[src/itora_pkg.sv]
// itora_pkg: shared constants, command/status structs, controller states and the
// digit-to-character function of the integer to radix text converter
// no dependencies
package itora_pkg;

   localparam int VALUE_BITS  = 32;
   localparam int NUMBER_BITS = 32;
   localparam int CHUNK_BITS  = 8;
   localparam int CHUNKS      = VALUE_BITS / CHUNK_BITS;
   localparam int STEP_BITS   = (CHUNKS > 1) ? $clog2(CHUNKS) : 1;
   localparam int CNT_BITS    = $clog2(VALUE_BITS + 1);
   localparam int ADDR_BITS   = $clog2(VALUE_BITS);
   localparam int DIGIT_BITS  = 6;
   localparam int CHAR_BITS   = 7;
   localparam int RADIX_BITS  = 6;

   localparam int CSR_ADDR_BITS = 3;
   localparam int CSR_DATA_BITS = 32;

   localparam logic [RADIX_BITS-1:0] RADIX_MIN   = RADIX_BITS'(2);
   localparam logic [RADIX_BITS-1:0] RADIX_MAX   = RADIX_BITS'(36);
   localparam logic [RADIX_BITS-1:0] RADIX_RESET = RADIX_BITS'(10);

   // register index, taken from paddr above the byte offset
   localparam logic [CSR_ADDR_BITS-3:0] REG_RADIX = '0;

   localparam logic [CHAR_BITS-1:0] CHAR_MINUS   = 7'h2d;
   localparam logic [CHAR_BITS-1:0] CHAR_ZERO    = 7'h30;
   localparam logic [CHAR_BITS-1:0] CHAR_LOWER_A = 7'h61;
   localparam logic [CHAR_BITS-1:0] CHAR_NULL    = 7'h00;

   typedef enum logic [2:0] {
      ST_IDLE,
      ST_DIVIDE,
      ST_SIGN,
      ST_READ,
      ST_EMIT,
      ST_BAD
   } itora_state_type;

   typedef struct packed {
      logic load;       // capture a new number
      logic div_step;   // one chunk of long division
      logic div_last;   // final chunk: push the remainder digit
      logic rd;         // read next digit from the stack
      logic out_sign;   // load '-' into the output register
      logic out_digit;  // load a digit character
      logic out_bad;    // load the error word
   } itora_cmd_type;

   typedef struct packed {
      logic radix_bad;
      logic quot_zero;
      logic negative;
      logic cnt_zero;
      logic out_free;
   } itora_sts_type;

   function automatic logic [CHAR_BITS-1:0] digit_char(input logic [DIGIT_BITS-1:0] d);
      logic [CHAR_BITS-1:0] c;
      if (d < DIGIT_BITS'(10)) begin
         c = CHAR_ZERO + CHAR_BITS'(d);
      end else begin
         c = CHAR_LOWER_A + CHAR_BITS'(d - DIGIT_BITS'(10));
      end
      return c;
   endfunction

endpackage

[src/itora_if.sv]
// itora_req_if / itora_rsp_if: valid/ready channels of the converter
// depends on itora_pkg for field widths
interface itora_req_if;
   logic                                     valid;
   logic                                     ready;
   logic signed [itora_pkg::NUMBER_BITS-1:0] number;

   modport source (output valid, output number, input ready);
   modport sink   (input valid, input number, output ready);
endinterface

interface itora_rsp_if;
   logic                             valid;
   logic                             ready;
   logic [itora_pkg::CHAR_BITS-1:0]  character;
   logic                             is_last;
   logic                             bad_radix;

   modport source (output valid, output character, output is_last, output bad_radix,
                   input ready);
   modport sink   (input valid, input character, input is_last, input bad_radix,
                   output ready);
endinterface

[src/itora_ctrl.sv]
// itora_ctrl: sequencer of the converter, drives datapath commands
// depends on itora_pkg
module itora_ctrl (
   input  logic                     clock,
   input  logic                     reset,
   input  logic                     req_valid,
   output logic                     req_ready,
   input  itora_pkg::itora_sts_type sts,
   output itora_pkg::itora_cmd_type cmd
);

   itora_pkg::itora_state_type        state_ff, state_in;
   logic [itora_pkg::STEP_BITS-1:0]   step_ff, step_in;

   always_ff @(posedge clock) begin
      if (reset) begin
         state_ff <= itora_pkg::ST_IDLE;
         step_ff  <= '0;
      end else begin
         state_ff <= state_in;
         step_ff  <= step_in;
      end
   end

   always_comb begin
      state_in  = state_ff;
      step_in   = step_ff;
      cmd       = '0;
      req_ready = 1'b0;
      case (state_ff)
         itora_pkg::ST_IDLE: begin
            req_ready = 1'b1;
            if (req_valid) begin
               if (sts.radix_bad) begin
                  state_in = itora_pkg::ST_BAD;
               end else begin
                  cmd.load = 1'b1;
                  step_in  = '0;
                  state_in = itora_pkg::ST_DIVIDE;
               end
            end
         end
         itora_pkg::ST_DIVIDE: begin
            cmd.div_step = 1'b1;
            step_in      = step_ff + 1'b1;
            if (step_ff == itora_pkg::STEP_BITS'(itora_pkg::CHUNKS - 1)) begin
               cmd.div_last = 1'b1;
               step_in      = '0;
               if (sts.quot_zero) begin
                  state_in = sts.negative ? itora_pkg::ST_SIGN : itora_pkg::ST_READ;
               end
            end
         end
         itora_pkg::ST_SIGN: begin
            if (sts.out_free) begin
               cmd.out_sign = 1'b1;
               state_in     = itora_pkg::ST_READ;
            end
         end
         itora_pkg::ST_READ: begin
            cmd.rd   = 1'b1;
            state_in = itora_pkg::ST_EMIT;
         end
         itora_pkg::ST_EMIT: begin
            if (sts.out_free) begin
               cmd.out_digit = 1'b1;
               state_in      = sts.cnt_zero ? itora_pkg::ST_IDLE : itora_pkg::ST_READ;
            end
         end
         itora_pkg::ST_BAD: begin
            if (sts.out_free) begin
               cmd.out_bad = 1'b1;
               state_in    = itora_pkg::ST_IDLE;
            end
         end
         default: begin
            state_in = itora_pkg::ST_IDLE;
         end
      endcase
   end

endmodule

[src/itora_dp.sv]
// itora_dp: magnitude/remainder registers, chunked long divider, digit stack
// memory and output register; depends on itora_pkg
module itora_dp (
   input  logic                                     clock,
   input  logic                                     reset,
   input  logic [itora_pkg::RADIX_BITS-1:0]         radix,
   input  logic signed [itora_pkg::NUMBER_BITS-1:0] number,
   input  itora_pkg::itora_cmd_type                 cmd,
   output itora_pkg::itora_sts_type                 sts,
   input  logic                                     rsp_ready,
   output logic                                     rsp_valid,
   output logic [itora_pkg::CHAR_BITS-1:0]          rsp_character,
   output logic                                     rsp_is_last,
   output logic                                     rsp_bad_radix
);

   logic [itora_pkg::VALUE_BITS-1:0] mag_ff, mag_in;
   logic [itora_pkg::DIGIT_BITS-1:0] rem_ff, rem_in;
   logic                             neg_ff, neg_in;
   logic [itora_pkg::CNT_BITS-1:0]   cnt_ff, cnt_in;
   logic [itora_pkg::DIGIT_BITS-1:0] stack_ff [itora_pkg::VALUE_BITS];
   logic [itora_pkg::DIGIT_BITS-1:0] rd_data_ff;
   logic [itora_pkg::CNT_BITS-1:0]   rd_ptr;

   logic                             rsp_valid_ff, rsp_valid_in;
   logic [itora_pkg::CHAR_BITS-1:0]  rsp_char_ff, rsp_char_in;
   logic                             rsp_last_ff, rsp_last_in;
   logic                             rsp_bad_ff, rsp_bad_in;

   logic [itora_pkg::VALUE_BITS-1:0] raw;
   logic [itora_pkg::VALUE_BITS-1:0] div_mag;
   logic [itora_pkg::DIGIT_BITS:0]   div_rem;

   assign raw = itora_pkg::VALUE_BITS'(number);

   // one chunk of restoring division, quotient bits shift in behind the dividend
   always_comb begin
      div_mag = mag_ff;
      div_rem = {1'b0, rem_ff};
      for (int j = 0; j < itora_pkg::CHUNK_BITS; j++) begin
         div_rem = {div_rem[itora_pkg::DIGIT_BITS-1:0], div_mag[itora_pkg::VALUE_BITS-1]};
         div_mag = {div_mag[itora_pkg::VALUE_BITS-2:0], 1'b0};
         if (div_rem >= {1'b0, radix}) begin
            div_rem    = div_rem - {1'b0, radix};
            div_mag[0] = 1'b1;
         end
      end
   end

   assign rd_ptr = cnt_ff - 1'b1;

   always_comb begin
      mag_in = mag_ff;
      rem_in = rem_ff;
      neg_in = neg_ff;
      cnt_in = cnt_ff;
      if (cmd.load) begin
         neg_in = raw[itora_pkg::VALUE_BITS-1];
         mag_in = raw[itora_pkg::VALUE_BITS-1] ? (~raw) + 1'b1 : raw;
         rem_in = '0;
         cnt_in = '0;
      end else if (cmd.div_step) begin
         mag_in = div_mag;
         rem_in = div_rem[itora_pkg::DIGIT_BITS-1:0];
         if (cmd.div_last) begin
            rem_in = '0;
            cnt_in = cnt_ff + 1'b1;
         end
      end else if (cmd.rd) begin
         cnt_in = rd_ptr;
      end
   end

   always_ff @(posedge clock) begin
      if (reset) begin
         neg_ff <= 1'b0;
         cnt_ff <= '0;
      end else begin
         neg_ff <= neg_in;
         cnt_ff <= cnt_in;
      end
      mag_ff <= mag_in;
      rem_ff <= rem_in;
   end

   // digit stack, least significant digit at entry zero
   always_ff @(posedge clock) begin
      if (cmd.div_step && cmd.div_last) begin
         stack_ff[cnt_ff[itora_pkg::ADDR_BITS-1:0]] <= div_rem[itora_pkg::DIGIT_BITS-1:0];
      end
      if (cmd.rd) begin
         rd_data_ff <= stack_ff[rd_ptr[itora_pkg::ADDR_BITS-1:0]];
      end
   end

   // output word register
   always_comb begin
      rsp_valid_in = rsp_valid_ff && !rsp_ready;
      rsp_char_in  = rsp_char_ff;
      rsp_last_in  = rsp_last_ff;
      rsp_bad_in   = rsp_bad_ff;
      if (cmd.out_sign) begin
         rsp_valid_in = 1'b1;
         rsp_char_in  = itora_pkg::CHAR_MINUS;
         rsp_last_in  = 1'b0;
         rsp_bad_in   = 1'b0;
      end else if (cmd.out_digit) begin
         rsp_valid_in = 1'b1;
         rsp_char_in  = itora_pkg::digit_char(rd_data_ff);
         rsp_last_in  = (cnt_ff == '0);
         rsp_bad_in   = 1'b0;
      end else if (cmd.out_bad) begin
         rsp_valid_in = 1'b1;
         rsp_char_in  = itora_pkg::CHAR_NULL;
         rsp_last_in  = 1'b1;
         rsp_bad_in   = 1'b1;
      end
   end

   always_ff @(posedge clock) begin
      if (reset) begin
         rsp_valid_ff <= 1'b0;
      end else begin
         rsp_valid_ff <= rsp_valid_in;
      end
      rsp_char_ff <= rsp_char_in;
      rsp_last_ff <= rsp_last_in;
      rsp_bad_ff  <= rsp_bad_in;
   end

   assign rsp_valid     = rsp_valid_ff;
   assign rsp_character = rsp_char_ff;
   assign rsp_is_last   = rsp_last_ff;
   assign rsp_bad_radix = rsp_bad_ff;

   assign sts.radix_bad = !(radix inside {[itora_pkg::RADIX_MIN:itora_pkg::RADIX_MAX]});
   assign sts.quot_zero = (div_mag == '0);
   assign sts.negative  = neg_ff;
   assign sts.cnt_zero  = (cnt_ff == '0);
   assign sts.out_free  = !rsp_valid_ff || rsp_ready;

endmodule

[src/integer_to_radix_ascii.sv]
// integer_to_radix_ascii: top level of the integer to radix text converter
// depends on itora_pkg, itora_if, itora_ctrl and itora_dp
//
// usage
//   req channel: one word carries a signed 32-bit number; taken when valid and
//     ready are both high, ready is high only while the block is idle
//   rsp channel: one word per text character, most significant first, a
//     leading '-' for negative values, is_last on the final character
//   csr port: a single register, radix (byte address 0, 6 bits, reset 10);
//     radix outside 2..36 makes the next number give one word with
//     bad_radix set, character 0 and is_last set
// timing
//   the divider does 8 quotient bits a cycle, working through the magnitude in
//   8-bit chunks for each digit; each character then takes a stack read and an
//   output load, and a negative number adds the '-' as its own output load;
//   the longest item is the most negative value at base 2; an invalid radix
//   item skips the divider and goes straight to its error word
// stalls and reset
//   output is one registered word; a stalled receiver holds the sequencer in
//   place, nothing is lost; the last word may still wait while the next
//   number is taken
//   synchronous reset empties the output and returns to idle, radix goes to 10
module integer_to_radix_ascii (
   input  logic                                 clock,
   input  logic                                 reset,
   itora_req_if.sink                            req,
   itora_rsp_if.source                          rsp,
   input  logic                                 csr_psel,
   input  logic                                 csr_penable,
   input  logic                                 csr_pwrite,
   input  logic [itora_pkg::CSR_ADDR_BITS-1:0]  csr_paddr,
   input  logic [itora_pkg::CSR_DATA_BITS-1:0]  csr_pwdata,
   output logic [itora_pkg::CSR_DATA_BITS-1:0]  csr_prdata,
   output logic                                 csr_pready
);

   logic [itora_pkg::RADIX_BITS-1:0] radix_ff, radix_in;
   logic                             reg_hit;
   itora_pkg::itora_cmd_type         cmd;
   itora_pkg::itora_sts_type         sts;

   // register decode ignores the byte offset within the word
   assign reg_hit    = (csr_paddr[itora_pkg::CSR_ADDR_BITS-1:2] == itora_pkg::REG_RADIX);
   assign csr_pready = 1'b1;

   always_comb begin
      radix_in = radix_ff;
      if (csr_psel && csr_penable && csr_pwrite && reg_hit) begin
         radix_in = csr_pwdata[itora_pkg::RADIX_BITS-1:0];
      end
   end

   always_ff @(posedge clock) begin
      if (reset) begin
         radix_ff <= itora_pkg::RADIX_RESET;
      end else begin
         radix_ff <= radix_in;
      end
   end

   // unmapped addresses read as zero
   assign csr_prdata = reg_hit ? itora_pkg::CSR_DATA_BITS'(radix_ff) : '0;

   // sequencer
   itora_ctrl u_ctrl (
      .clock     (clock),
      .reset     (reset),
      .req_valid (req.valid),
      .req_ready (req.ready),
      .sts       (sts),
      .cmd       (cmd)
   );

   // divider, digit stack and output word register
   itora_dp u_dp (
      .clock         (clock),
      .reset         (reset),
      .radix         (radix_ff),
      .number        (req.number),
      .cmd           (cmd),
      .sts           (sts),
      .rsp_ready     (rsp.ready),
      .rsp_valid     (rsp.valid),
      .rsp_character (rsp.character),
      .rsp_is_last   (rsp.is_last),
      .rsp_bad_radix (rsp.bad_radix)
   );

endmodule

[src/flat_wrapper.sv]
// flat-port wrapper written by rule: the top's interface ports become plain ports
module integer_to_radix_ascii_flat 
  (clock, reset, csr_psel, csr_penable, csr_pwrite, csr_paddr, csr_pwdata, csr_prdata, csr_pready, req_valid, req_number, req_ready, rsp_valid, rsp_character, rsp_is_last, rsp_bad_radix, rsp_ready);
  itora_req_if req_i ();
  itora_rsp_if rsp_i ();
  input  logic clock;
  input  logic reset;
  input  logic csr_psel;
  input  logic csr_penable;
  input  logic csr_pwrite;
  input  logic [itora_pkg::CSR_ADDR_BITS-1:0] csr_paddr;
  input  logic [itora_pkg::CSR_DATA_BITS-1:0] csr_pwdata;
  output logic [itora_pkg::CSR_DATA_BITS-1:0] csr_prdata;
  output logic csr_pready;
  input wire logic [$bits(req_i.valid)-1:0] req_valid;
  input wire logic [$bits(req_i.number)-1:0] req_number;
  output wire logic [$bits(req_i.ready)-1:0] req_ready;
  output wire logic [$bits(rsp_i.valid)-1:0] rsp_valid;
  output wire logic [$bits(rsp_i.character)-1:0] rsp_character;
  output wire logic [$bits(rsp_i.is_last)-1:0] rsp_is_last;
  output wire logic [$bits(rsp_i.bad_radix)-1:0] rsp_bad_radix;
  input wire logic [$bits(rsp_i.ready)-1:0] rsp_ready;
  assign req_i.valid = req_valid;
  assign req_i.number = req_number;
  assign req_ready = req_i.ready;
  assign rsp_valid = rsp_i.valid;
  assign rsp_character = rsp_i.character;
  assign rsp_is_last = rsp_i.is_last;
  assign rsp_bad_radix = rsp_i.bad_radix;
  assign rsp_i.ready = rsp_ready;
  integer_to_radix_ascii u_core (.clock(clock), .reset(reset), .req(req_i), .rsp(rsp_i), .csr_psel(csr_psel), .csr_penable(csr_penable), .csr_pwrite(csr_pwrite), .csr_paddr(csr_paddr), .csr_pwdata(csr_pwdata), .csr_prdata(csr_prdata), .csr_pready(csr_pready));
endmodule
[config.mk]
export PLATFORM = sky130hd
export DESIGN_NAME = integer_to_radix_ascii_flat
export DESIGN_NICKNAME = d
export VERILOG_FILES = /design/src/itora_pkg.sv /design/src/itora_if.sv /design/src/itora_ctrl.sv /design/src/itora_dp.sv /design/src/integer_to_radix_ascii.sv /design/src/flat_wrapper.sv
export SDC_FILE = /design/constraint.sdc
export NUM_CORES = 1
export LEC_CHECK = 0
export ABC_AREA = 1
export BUFFER_PORTS_ARGS = -buffer_cell sky130_fd_sc_hd__buf_2
export CAP_MARGIN = 10
export CORE_ASPECT_RATIO = 0.5
export CORE_MARGIN = 8
export CORE_UTILIZATION = 45
export DETAILED_ROUTE_END_ITERATION = 8
export GPL_TIMING_DRIVEN = 0
export SYNTH_ARGS = -nofsm -noshare
export SYNTH_HDL_FRONTEND = slang
export SYNTH_SLANG_ARGS = --single-unit
[constraint.sdc]
create_clock -name clock -period 36.4 [get_ports clock]
set_input_delay 1.82 -clock clock [delete_from_list [all_inputs] [get_ports clock]]
set_output_delay 1.82 -clock clock [all_outputs]
set_load 0.1 [all_outputs]
==> impl_metrics.json <==
{
  "clk_pin_slew_ns": 0.07,
  "cap_violations": 0,
  "critPathMaxFanout": 19,
  "clkSinkCount": 264,
  "r2r-start": "u_core.radix_ff[1]$_SDFFE_PP1P_",
  "vias": 11400,
  "yosysWarnings": 0,
  "setup_viol": 0,
  "cp.depth": 84,
  "use_met3_pct": 3.22,
  "start_util_pct": 45.8,
  "crit_family": "simple AND/OR/NAND/NOR gates",
  "port_buffers": 62,
  "worstPathRequired_ns": 36.88,
  "placementRows": 46,
  "synth_area_um2": 14500,
  "slew_viol_final": 0,
  "io_pins": 118,
  "die_h_um": 143,
  "gp_congestion": 0.889,
  "drtIter0Drc": 967,
  "synth_cell_types": 59,
  "insertion_delay_ns": 0.55,
  "worstMarginPinSlew_ns": 1.10,
  "clockBufferDepth": 3,
  "worst_ep_arrival_time_ns": 15.81,
  "grt_pass1_vias": 11100,
  "grt_max_degree": 37,
  "grt_use_met1_pct": 26.6,
  "start_kind": "flop",
  "postLayoutCoreUtil_pct": 51.9,
  "die_w_um": 270,
  "synth_ff_type": "edfxtp_1",
  "period_minus_slack_ns": 15.34,
  "root_buffer": "clkbuf_16",
  "synth_area_leaders": "edfxtp_1 47%, nand2_1 6.2%, nor2_1 5.8%",
  "fin_skew_ns": 0.0240,
  "cpMostUsedCell": "nand2_1",
  "most-common-layout-cells": "238 x nand2_1, 230 x edfxtp_1, 224 x nor2_1, 125 x inv_1, 119 x o21ai_0",
  "r2r-end": "u_core.u_dp.rem_ff[1]$_SDFFE_PP0P_",
  "rrSetupSlack_ns": 21.06,
  "synth_edf_count": 230,
  "cpPeakStageDelay_ns": 0.84,
  "reg2reg_depth": 84,
  "worstHoldPathCells": 1,
  "synth.top_cell.area_share_pct": 47.5,
  "slew_headroom_pct": 26.4,
  "layout-drive-gt1-share_pct": 10.7,
  "cp-end-kind": "flop",
  "syn_to_final_growth_pct": 13.4,
  "globalRouteMet2Util_pct": 32.1,
  "hold_buffers": 0,
  "fin_area_um2": 16500,
  "ys_seq_elements": 264,
  "grt-ovfl-total": 0,
  "avgSynthCellArea_um2": 9.64,
  "synth_area_leader_cell": "edfxtp_1",
  "synth-async-reset-ratio_pct": 0,
  "place_area_um2": 15600,
  "cts_buffers": 26,
  "min_to": "u_core.u_ctrl.step_ff[0]$_SDFFE_PP0P_",
  "crit_buf_inv": 14,
  "antenna_found_initial": 0,
  "fp.coreArea_um2": 31800,
  "yosysSeqAreaShare_pct": 52.2,
  "final_common_cell": "nand2_1",
  "cts-resized-gates": 0,
  "min-delay-start": "u_core.u_ctrl.step_ff[0]$_SDFFE_PP0P_",
  "tritoncts": "built",
  "tns_ns": 0,
  "status": "finished clean",
  "fin_crit_sh_pct": 42.1,
  "gr-max-usage-layer": "met2",
  "rsz0062_at_grt": "false",
  "hold_path.class": "reg -> reg",
  "criticalPathCategory": "reg -> reg",
  "grt_use_total_pct": 19.5,
  "htree_levels": 1,
  "cts_setup_buffers": 0,
  "drtPass1Iterations": 8,
  "place_inst": 2032,
  "routedWlPerCell_um": 18.5,
  "cp_slowest_cell": "dfxtp_1",
  "drtAntennaViolNets": 0,
  "dp_hpwl_um": 28400,
  "max_clock_freq_mhz": 65.2,
  "route.detailed.drc": 0,
  "dieArea_um2": 38700,
  "final_cells": 2079,
  "grt_pass1_wl_um": 60300,
  "synth_cells": 1508,
  "routed_wl_um": 38500,
  "routed_via_density": 5.49,
  "fin_nets": 1768,
  "hold_viol": 0,
  "diodes": 0
}
## final cells by class
class                      instances  area, µm²
sequential                       264       7590
fill                            2928      15300
clock buffer                      32        683
multi-input combinational       1056       6170
buffer                            79        420
timing repair buffer              67        420
clock inverter                    15        168
inverter                         134        503
tap                              432        541
## metrics by stage
| stage | worst slack [ns] | hold WS, ns |
|---|---|---|
| after CTS | 20.83 | 0.463 |
| final | 21.06 | 0.463 |
| after detailed placement | 20.92 | 0.447 |
| after global placement | 21.33 | 0.446 |
| after global routing | 19.75 | 0.469 |
| after floorplan | 24.20 | 0.434 |
## logic make-up after synthesis
| kind of cell | count (synthesis) | share of synthesized area [%] |
|---|---|---|
| AOI/OAI and AO/OA | 296 | 12.8 |
| xor gates and xnor gates | 60 | 3.61 |
| adders and majority gates | 66 | 6.09 |
| buffers and inverters | 213 | 6.35 |
| DFF | 264 | 52.2 |
| muxes | 19 | 1.31 |
| other | 2 | 0.0516 |
| and+or+nand+nor | 588 | 17.6 |
## layer usage
metal | vias to the layer above | share of wire (%)
met5 | - | 0
met4 | 0 | 2.4
met3 | 67 | 6.7
met2 | 408 | 45
met1 | 5448 | 46
li1 | 5496 | -
## worst max path at each step
stage	startpoint	endpoint
2_1_floorplan	u_core.radix_ff[1]$_SDFFE_PP1P_	u_core.u_dp.stack_ff[0][0]$_DFFE_PP_
3_3_place_gp	u_core.radix_ff[1]$_SDFFE_PP1P_	u_core.u_dp.stack_ff[27][2]$_DFFE_PP_
3_5_place_dp	u_core.radix_ff[1]$_SDFFE_PP1P_	u_core.u_dp.rem_ff[4]$_SDFFE_PP0P_
4_1_cts	u_core.radix_ff[1]$_SDFFE_PP1P_	u_core.u_dp.rem_ff[4]$_SDFFE_PP0P_
5_1_grt	u_core.radix_ff[1]$_SDFFE_PP1P_	u_core.u_dp.rem_ff[1]$_SDFFE_PP0P_
6_report	u_core.radix_ff[1]$_SDFFE_PP1P_	u_core.u_dp.rem_ff[1]$_SDFFE_PP0P_
## synth_stat cells, types with 12 or more instances
library cell	count
mux2i_1	19
xor2_1	45
xnor2_1	15
nand4_1	20
nand3_1	40
edfxtp_1	230
o32ai_1	30
nor3_1	23
o21ai_1	12
nand2_1	239
dfxtp_1	34
o21ai_0	119
a21oi_1	42
buf_4	27
inv_1	125
clkbuf_1	47
a31oi_1	12
o211ai_1	22
ha_1	58
nor2_1	224
o221ai_1	19
## state kept, by name, summed over array words and instances (netlist names)
register                   flops
u_core.u_dp.mag_ff            32
u_core.u_dp.cnt_ff             6
u_core.u_dp.rd_data_ff         6
u_core.u_dp.rsp_character      7
u_core.u_dp.rsp_is_last        1
u_core.u_ctrl.state_ff         3
u_core.u_dp.neg_ff             1
u_core.u_dp.rsp_bad_radix      1
u_core.u_dp.stack_ff         192
u_core.u_dp.rsp_valid          1
u_core.u_ctrl.step_ff          2
u_core.u_dp.rem_ff             6
u_core.radix_ff                6
Power is not shown: default switching activity piles up to over one toggle a cycle in this logic, so the estimate is an artifact.
